File: config.mk
export PLATFORM = sky130hd
export DESIGN_NAME = skt_cell
export DESIGN_NICKNAME = d
export VERILOG_FILES = /design/src/sv/skt_pkg.sv /design/src/sv/skt_cell.sv
export SDC_FILE = /design/constraint.sdc
export NUM_CORES = 1
export LEC_CHECK = 0
export BUFFER_PORTS_ARGS = -buffer_cell sky130_fd_sc_hd__buf_2
export CORE_MARGIN = 10
export CORE_UTILIZATION = 44
export CTS_BUF_LIST = sky130_fd_sc_hd__clkbuf_8
export CTS_CLUSTER_SIZE = 12
export DETAILED_ROUTE_END_ITERATION = 10
export GPL_TIMING_DRIVEN = 0
export PLACE_DENSITY = 0.68
export REMOVE_ABC_BUFFERS = 1
export SYNTH_ARGS = -nofsm -noshare
export SYNTH_HDL_FRONTEND = slang
export SYNTH_SLANG_ARGS = --single-unit
export TNS_END_PERCENT = 50
File: constraint.sdc
create_clock -name i_clk -period 7.3 [get_ports i_clk]
set_input_delay 1.095 -clock i_clk [delete_from_list [all_inputs] [get_ports i_clk]]
set_output_delay 1.095 -clock i_clk [all_outputs]
set_load 0.02 [all_outputs]
File: src/sv/skt_pkg.sv
// Types, codes and helpers shared by the sorted key table files.
package skt_pkg;

    localparam int KEY_W = 30;
    localparam int IDX_W = 16;
    localparam int ST_W  = 2;

    // Operation carried by a word as it walks down the cell chain.
    localparam logic [1:0] OP_INSERT = 2'd0;
    localparam logic [1:0] OP_DROP   = 2'd1;
    localparam logic [1:0] OP_SEARCH = 2'd2;

    localparam logic [ST_W-1:0] ST_INSERTED = 2'd0;
    localparam logic [ST_W-1:0] ST_FULL     = 2'd1;
    localparam logic [ST_W-1:0] ST_FOUND    = 2'd2;
    localparam logic [ST_W-1:0] ST_MISSING  = 2'd3;

    localparam logic ACT_INSERT = 1'b0;

    typedef struct packed {
        logic [1:0]       op;
        logic             live;   // insert still carries a record to place
        logic             shift;  // insert has displaced a record and pushes the rest down
        logic             hit;    // search has matched a record
        logic [KEY_W-1:0] key;
        logic [IDX_W-1:0] idx;    // carried index, or matched index on search
    } t_tok;

    function automatic logic [ST_W-1:0] f_status(input logic [1:0] op, input logic hit);
        logic [ST_W-1:0] st;
        case (op)
            OP_INSERT: st = ST_INSERTED;
            OP_DROP:   st = ST_FULL;
            OP_SEARCH: st = hit ? ST_FOUND : ST_MISSING;
            default:   st = ST_MISSING;
        endcase
        return st;
    endfunction

endpackage

File: src/sv/skt_cell.sv
// One cell of the sorted chain: holds a record and processes the passing word.
module skt_cell import skt_pkg::*; (
    input  logic i_clk,
    input  logic i_rst_n,
    input  logic i_adv,
    input  logic i_tok_valid,
    input  t_tok i_tok,
    output logic o_tok_valid,
    output t_tok o_tok
);

    logic             r_valid;
    logic [KEY_W-1:0] r_key;
    logic [IDX_W-1:0] r_idx;
    logic             r_tok_valid;
    t_tok             r_tok;

    logic             n_valid;
    logic [KEY_W-1:0] n_key;
    logic [IDX_W-1:0] n_idx;
    t_tok             n_tok;

    always_comb begin
        n_valid = r_valid;
        n_key   = r_key;
        n_idx   = r_idx;
        n_tok   = i_tok;
        if (i_tok_valid) begin
            case (i_tok.op)
                OP_INSERT: begin
                    if (i_tok.live) begin
                        if (!r_valid) begin
                            // First empty cell takes the record for good.
                            n_valid    = 1'b1;
                            n_key      = i_tok.key;
                            n_idx      = i_tok.idx;
                            n_tok.live = 1'b0;
                        end else if (i_tok.shift || (r_key > i_tok.key)) begin
                            // Swap: the displaced record moves one cell down, and every
                            // record after it follows, equal keys included.
                            n_key       = i_tok.key;
                            n_idx       = i_tok.idx;
                            n_tok.key   = r_key;
                            n_tok.idx   = r_idx;
                            n_tok.shift = 1'b1;
                        end
                    end
                end
                OP_SEARCH: begin
                    if (r_valid && !i_tok.hit && (r_key == i_tok.key)) begin
                        n_tok.hit = 1'b1;
                        n_tok.idx = r_idx;
                    end
                end
                default: begin
                end
            endcase
        end
    end

    always_ff @(posedge i_clk) begin
        if (!i_rst_n) begin
            r_valid     <= 1'b0;
            r_tok_valid <= 1'b0;
        end else if (i_adv) begin
            r_valid     <= n_valid;
            r_tok_valid <= i_tok_valid;
        end
    end

    always_ff @(posedge i_clk) begin
        if (i_adv) begin
            r_key <= n_key;
            r_idx <= n_idx;
            r_tok <= n_tok;
        end
    end

    assign o_tok_valid = r_tok_valid;
    assign o_tok       = r_tok;

endmodule

==> flow_metrics.tcl, run 1 <==
set metrics [dict create \
    p_switching_w 0.000267 \
    post-cts-setup-buffer-count 0 \
    post-route-drc-count 0 \
    critical_path.endpoint_type "flop" \
    final_cells 536 \
    clock_tree_from_tritoncts "yes" \
    cts.sinks 99 \
    power.static_leakage_nw 2.26 \
    irDropWorstVdd_v 0.000115 \
    dpl.cell_count 519 \
    run_status "finished clean" \
    count_of_mapped_cells_out_of_synthesis 281 \
    h-tree-depth 3 \
    startpoint_type "input pin" \
    share_clk_of_total_power_pct 30.5 \
    finalSetupViolations 0 \
    ys_async_sr_fraction_pct 0 \
    die_w_um 121 \
    hold_path_class "flop to flop" \
    timing.critical_path.from "i_tok[44]" \
    finalCoreUtilization_pct 55.2 \
    placeableCoreArea_um2 9860 \
    core.rowCount 36 \
    synthesis.area_um2 4490 \
    vias_per_cell 4.88 \
    avgSynthCellArea_um2 16.0 \
    number_of_nets_with_antenna_violations_after_detailed_routing 0 \
    required_ns 7.37 \
    power.internal_w 0.000871 \
    pwr_density_cell_nw_per_um2 209 \
    count_of_final_hold_check_violations 0 \
    grt.overflow.total 0 \
    route.vias.total 2617 \
    critical_path_class "input pin to flop" \
    layout-drive-gt1-share_pct 44.0 \
    cts_hold_buffers 0 \
    worst-r2r-setup-slack_ns 4.05 \
    drv_cap 0 \
    synth_warnings 0 \
    wire_per_inst_um 17.1 \
    detail_route.wirelength_mm 9.14 \
    grt_max_degree 54 \
    ys_types 35 \
    cp_max_fo 17 \
    number_of_antenna_violations_at_the_first_check_in_global_routing 1 \
    placement.io_buffers 106 \
    detailedRoute.firstPassIterationCount 4 \
    combinationalPowerShare_pct 11.3 \
    post-route-min-period_ns 3.71 \
    num-nets-final 482 \
    power.sequential.fraction_pct 58.2 \
    dp_hpwl_mm 6.86 \
    detailedRoute.firstIterationViolations 94 \
    tightestPinTransition_ns 1.31 \
    dominantRegCellSynth "sky130_fd_sc_hd__edfxtp_1" \
    grt_pass1_vias 2846 \
    reg2reg_from "r_key[29]$_DFFE_PP_" \
    synth_seq_cells 99 \
    power_switching_share_pct 23.5 \
    clk_transition_reported_paths_ns 0.08 \
    cts_buffer_depth 2 \
    cts_made_buffers 9 \
    yosysTopAreaCellShare_pct 64.9 \
    ys_seq_area_share_pct 65.8 \
    grt_first_pass_wirelength_mm 14.6 \
    die_area_um2 14600 \
    area_contributors_post_synth "sky130_fd_sc_hd__edfxtp_1, sky130_fd_sc_hd__mux2_2, sky130_fd_sc_hd__ha_1" \
    post-synth-top-area-cell "sky130_fd_sc_hd__edfxtp_1" \
    final_max_slew_viol_count 0 \
    hold_start "o_tok_valid$_SDFFE_PN0P_" \
    boundaryPins 107 \
    finalClockSkew_ns 0.0128 \
    cell_at_the_root_of_the_clock_tree "sky130_fd_sc_hd__clkbuf_8" \
    area_delta_synth_final_pct 21.4 \
    crit_arrival_ns 3.78 \
    grt.total_usage_pct 12.8 \
    synth_enable_flop_cells 97 \
    rsz0062_at_grt "false" \
    start_util_pct 45.5 \
    post_cts_resized 0 \
    final.period_utilization_pct 50.8 \
    max_clock_freq_mhz 270 \
    clock_latency_ns 0.36 \
    slew_headroom_pct 12.9 \
    routabilityCongestion 0.756 \
    dieHeight_um 121 \
]
## path summary, 6_finish.rpt
check / to / depth (start not counted)
hold / removal: o_tok_valid$_SDFFE_PN0P_ / 2
setup reg to reg: r_key[11]$_DFFE_PP_ / 10
setup / recovery: r_key[11]$_DFFE_PP_ / 12
hold reg to reg: o_tok_valid$_SDFFE_PN0P_ / 2
## power groups by stage
stage	registers, W	clock network (W)	logic (W)
after CTS	0.000663	0.000363	0.000131
after detailed placement	0.000676	0	0.000130
after global placement	0.000675	0	0.000127
after global routing	0.000666	0.000386	0.000142
after floorplan	0.000706	0	0.0000399
final	0.000663	0.000347	0.000128
## worst max-delay path, stage by stage
cell and delay, ns:
sky130_fd_sc_hd__buf_2 0.09, sky130_fd_sc_hd__inv_1 0.04, sky130_fd_sc_hd__ha_1 0.30, sky130_fd_sc_hd__nand4_2 0.18, sky130_fd_sc_hd__nor4_4 0.44, sky130_fd_sc_hd__nand2_1 0.09
sky130_fd_sc_hd__a21oi_1 0.27, sky130_fd_sc_hd__nand3b_1 0.17, sky130_fd_sc_hd__a21oi_1 0.11, sky130_fd_sc_hd__a21boi_4 0.57, sky130_fd_sc_hd__buf_16 0.24, sky130_fd_sc_hd__buf_16 0.16
## routing by layer
metal | routed length, µm | global-route usage (%)
met1 | 3690 | 14.1
met2 | 4790 | 22.4
met3 | 466 | 3.63
met4 | 193 | 5.88
met5 | 0 | 0
## final cells by class
class	instances	area [µm²]
Antenna cell	1	2.50
Fill cell	813	4420
Sequential cell	99	2950
Timing Repair Buffer	109	606
Tap cell	133	166
Clock inverter	6	56.3
Inverter	34	128
Multi-Input combinational cell	144	1400
Clock buffer	10	138
## registers in the layout, indices dropped and copies added (netlist names)
name,count
r_valid,1
r_key,30
r_idx,16
o_tok_valid,1
o_tok,51
## stage by stage
step,instance area [µm²],power (W),hold slack (ns),setup TNS [ns],setup slack (ns)
2_1_floorplan,4460,0.000746,0.502,0,0.963
3_3_place_gp,5160,0.000802,0.471,-63.71,-1.39
3_5_place_dp,5250,0.000807,0.484,0,3.14
4_1_cts,5450,0.00116,0.497,0,3.52
5_1_grt,5450,0.00119,0.540,0,3.30
6_report,5450,0.00114,0.502,0,3.59
## cell usage in the layout (no fill, tap or decap), drive strengths merged
cell type / n
buf: 109
edfxtp: 97
mux2: 45
inv: 37
ha: 30
a21oi: 14
nand2: 12
clkbuf: 10
nand4: 6
o21ai: 5
nor2: 4
nor3: 3
a21boi: 3
nor4: 3
o21a: 2
nand3: 2
nand2b: 2
a21o: 2
nand4b: 2
clkinv: 2
dfxtp: 2
o31ai: 2
diode: 1
o221a: 1
a22oi: 1
a2111oi: 1
nand3b: 1
o21bai: 1
a41oi: 1
a31oi: 1
bufinv: 1
## cells in the mapped netlist (2+ instances only)
cell type / count
sky130_fd_sc_hd__a21boi_0: 3
sky130_fd_sc_hd__a21o_1: 2
sky130_fd_sc_hd__a21oi_1: 14
sky130_fd_sc_hd__buf_2: 3
sky130_fd_sc_hd__dfxtp_1: 2
sky130_fd_sc_hd__edfxtp_1: 97
sky130_fd_sc_hd__ha_1: 30
sky130_fd_sc_hd__inv_1: 34
sky130_fd_sc_hd__mux2_2: 35
sky130_fd_sc_hd__mux2_4: 10
sky130_fd_sc_hd__nand2_1: 12
sky130_fd_sc_hd__nand2b_1: 2
sky130_fd_sc_hd__nand3_1: 2
sky130_fd_sc_hd__nand4_1: 4
sky130_fd_sc_hd__nand4_2: 2
sky130_fd_sc_hd__nand4b_1: 2
sky130_fd_sc_hd__nor2_1: 4
sky130_fd_sc_hd__nor3_1: 3
sky130_fd_sc_hd__o21a_1: 2
sky130_fd_sc_hd__o21ai_0: 3
## logic make-up (layout without fill, tap and decap cells)
group           after synthesis  after routing  share of synthesized area, %
flops                        99             99                          65.8
mux                          45             45                          12.1
buf+inv                      38            159                          3.43
simple gates                 35             35                          4.74
compound gates               34             34                          5.55
fa+ha+maj                    30             30                          8.36
other cells                   0              1                             0
Power figures use the tool's default switching activity.
==> run 2, diff against run 1 <==
PLACE_DENSITY = 0.7   (was 0.68)
clock period = 3.4 ns   (was 7.3 ns; I/O delays follow)
==> flow_metrics.tcl, run 2 (synthesis results as in run 1) <==
set metrics [dict create \
    boundaryPins 107 \
    detailedRoute.firstPassIterationCount 4 \
    startpoint_type "flop" \
    count_of_final_hold_check_violations 0 \
    cts_hold_buffers 0 \
    grt_first_pass_wirelength_mm 14.4 \
    critical_path_class "flop to flop" \
    cts_buffer_depth 2 \
    worst-r2r-setup-slack_ns 0.23 \
    clk_transition_reported_paths_ns 0.09 \
    dp_hpwl_mm 6.94 \
    wire_per_inst_um 17.1 \
    detailedRoute.firstIterationViolations 77 \
    reg2reg_from "r_key[4]$_DFFE_PP_" \
    cell_at_the_root_of_the_clock_tree "sky130_fd_sc_hd__clkbuf_8" \
    clock_tree_from_tritoncts "yes" \
    hold_start "i_tok[5]" \
    die_w_um 121 \
    cts_made_buffers 9 \
    critical_path.endpoint_type "flop" \
    number_of_antenna_violations_at_the_first_check_in_global_routing 1 \
    dieHeight_um 121 \
    die_area_um2 14600 \
    area_delta_synth_final_pct 21.8 \
    totalNegativeSetupSlack_ns 0 \
    max_clock_freq_mhz 316 \
    final.period_utilization_pct 93.1 \
    dpl.cell_count 519 \
    start_util_pct 45.5 \
    grt_max_degree 54 \
    layout-drive-gt1-share_pct 43.3 \
    crit_arrival_ns 3.28 \
    pwr_density_cell_nw_per_um2 453 \
    cts.sinks 99 \
    routabilityCongestion 0.799 \
    detail_route.wirelength_mm 9.15 \
    tightestPinTransition_ns 1.24 \
    detailed_place.area_um2 5260 \
    hold_path_class "input pin to flop" \
    drv_cap 0 \
    clock_latency_ns 0.36 \
    path_cells "ha_1, nand4_1, nor4_2, nand4b_1, o31ai_4, mux2_2" \
    irDropWorstVdd_v 0.000219 \
    h-tree-depth 3 \
    hold-path-endpoint "r_idx[5]$_DFFE_PP_" \
    post-route-drc-count 0 \
    grt_pass1_vias 2772 \
    worst_r2r_path_depth 6 \
    vias_per_cell 4.86 \
    rr_endpoint "o_tok[3]$_DFFE_PP_" \
    final_common_cell "sky130_fd_sc_hd__buf_2" \
    power.static_leakage_nw 2.27 \
    final_max_slew_viol_count 0 \
    slew_headroom_pct 17.6 \
    finalHoldWorstSlack_ns 0.339 \
    min_path_cells 1 \
    num-nets-final 482 \
    most-common-layout-cells "sky130_fd_sc_hd__buf_2, sky130_fd_sc_hd__edfxtp_1, sky130_fd_sc_hd__inv_1, sky130_fd_sc_hd__mux2_2, sky130_fd_sc_hd__ha_1" \
    finalClockSkew_ns 0.0118 \
    route.vias.total 2605 \
    cp_max_fo 16 \
    run_status "finished clean" \
    critical-path-max-stage-delay_ns 0.95 \
    post_cts_resized 0 \
    finalSetupViolations 0 \
    rsz0062_at_grt "false" \
    core.rowCount 36 \
    post-route-min-period_ns 3.17 \
    placeableCoreArea_um2 9860 \
    largest_register_ffs 51 \
    required_ns 3.52 \
    final_design_area_no_fill_um2 5470 \
    number_of_nets_with_antenna_violations_after_detailed_routing 0 \
    final_cells 536 \
    grt.overflow.total 0 \
    grt.total_usage_pct 12.7 \
    placement.io_buffers 106 \
    slowest_stage "sky130_fd_sc_hd__o31ai_4" \
    post-cts-setup-buffer-count 0 \
]
[run 2: cell count changes in the layout (fill, tap and decap cells not counted)]
| cell | previous run | this run |
|---|---|---|
| sky130_fd_sc_hd__clkinv_2 | 2 | 0 |
| sky130_fd_sc_hd__inv_1 | 36 | 38 |
| sky130_fd_sc_hd__buf_12 | 1 | 0 |
| sky130_fd_sc_hd__buf_16 | 2 | 3 |
| sky130_fd_sc_hd__bufinv_16 | 1 | 2 |
| sky130_fd_sc_hd__clkbuf_8 | 10 | 9 |
| sky130_fd_sc_hd__clkinv_1 | 0 | 1 |
| sky130_fd_sc_hd__inv_6 | 1 | 0 |
[run 2: layer usage]
metal	global-route usage (%)	part of all wire, %	vias up
met5	0	0	-
met4	6.64	2.5	0
met3	3.68	5.3	15
met2	21.4	51	61
met1	14.4	42	1230
li1	-	-	1299
[run 2: where the power goes]
group | total, W | switching [W] | internal [W]
sequential | 0.00142 | 0.0000165 | 0.00141
combinational | 0.000276 | 0.000167 | 0.000109
clock | 0.000776 | 0.000374 | 0.000402
total | 0.00247 | 0.000557 | 0.00192
[run 2: final cells by class]
| class | count | area (µm²) |
|---|---|---|
| fill | 811 | 4400 |
| antenna | 1 | 2.50 |
| clock buffer | 9 | 124 |
| clock inverter | 7 | 78.8 |
| timing repair buffer | 109 | 613 |
| sequential | 99 | 2950 |
| inverter | 34 | 128 |
| multi-input combinational | 144 | 1400 |
| tap | 133 | 166 |
[run 2: stage by stage]
| step | power, W | setup slack [ns] | util (%) |
|---|---|---|---|
| 4_1_cts | 0.00251 | 0.196 | 55.4 |
| 2_1_floorplan | 0.00160 | -2.35 | - |
| 5_1_grt | 0.00258 | 0.0186 | 55.4 |
| 6_report | 0.00247 | 0.234 | 55.4 |
| 3_5_place_dp | 0.00173 | -0.0505 | 53.3 |
| 3_3_place_gp | 0.00172 | -4.77 | 52.3 |
[run 2: worst max-delay path by stage]
stage                     depth (start not counted)                  end           startpoint  slack, ns
after floorplan                                   9   r_idx[0]$_DFFE_PP_            i_tok[45]      -2.35
after global placement                           10  r_key[21]$_DFFE_PP_            i_tok[45]      -4.77
after detailed placement                         10  o_tok[14]$_DFFE_PP_            i_tok[31]      -0.05
after CTS                                         6   o_tok[3]$_DFFE_PP_   r_key[4]$_DFFE_PP_       0.20
after global routing                              6   o_tok[3]$_DFFE_PP_  r_key[27]$_DFFE_PP_       0.02
final                                             6   o_tok[3]$_DFFE_PP_   r_key[4]$_DFFE_PP_       0.23
[run 2: critical path, delay by kind of cell (launching register included)]
| kind | cells | cell delay (ns) |
|---|---|---|
| and+or+nand+nor | 3 | 0.81 |
| AOI/OAI and AO/OA | 1 | 0.95 |
| DFF | 1 | 0.42 |
| muxes | 1 | 0.42 |
| adders and majority gates | 1 | 0.33 |
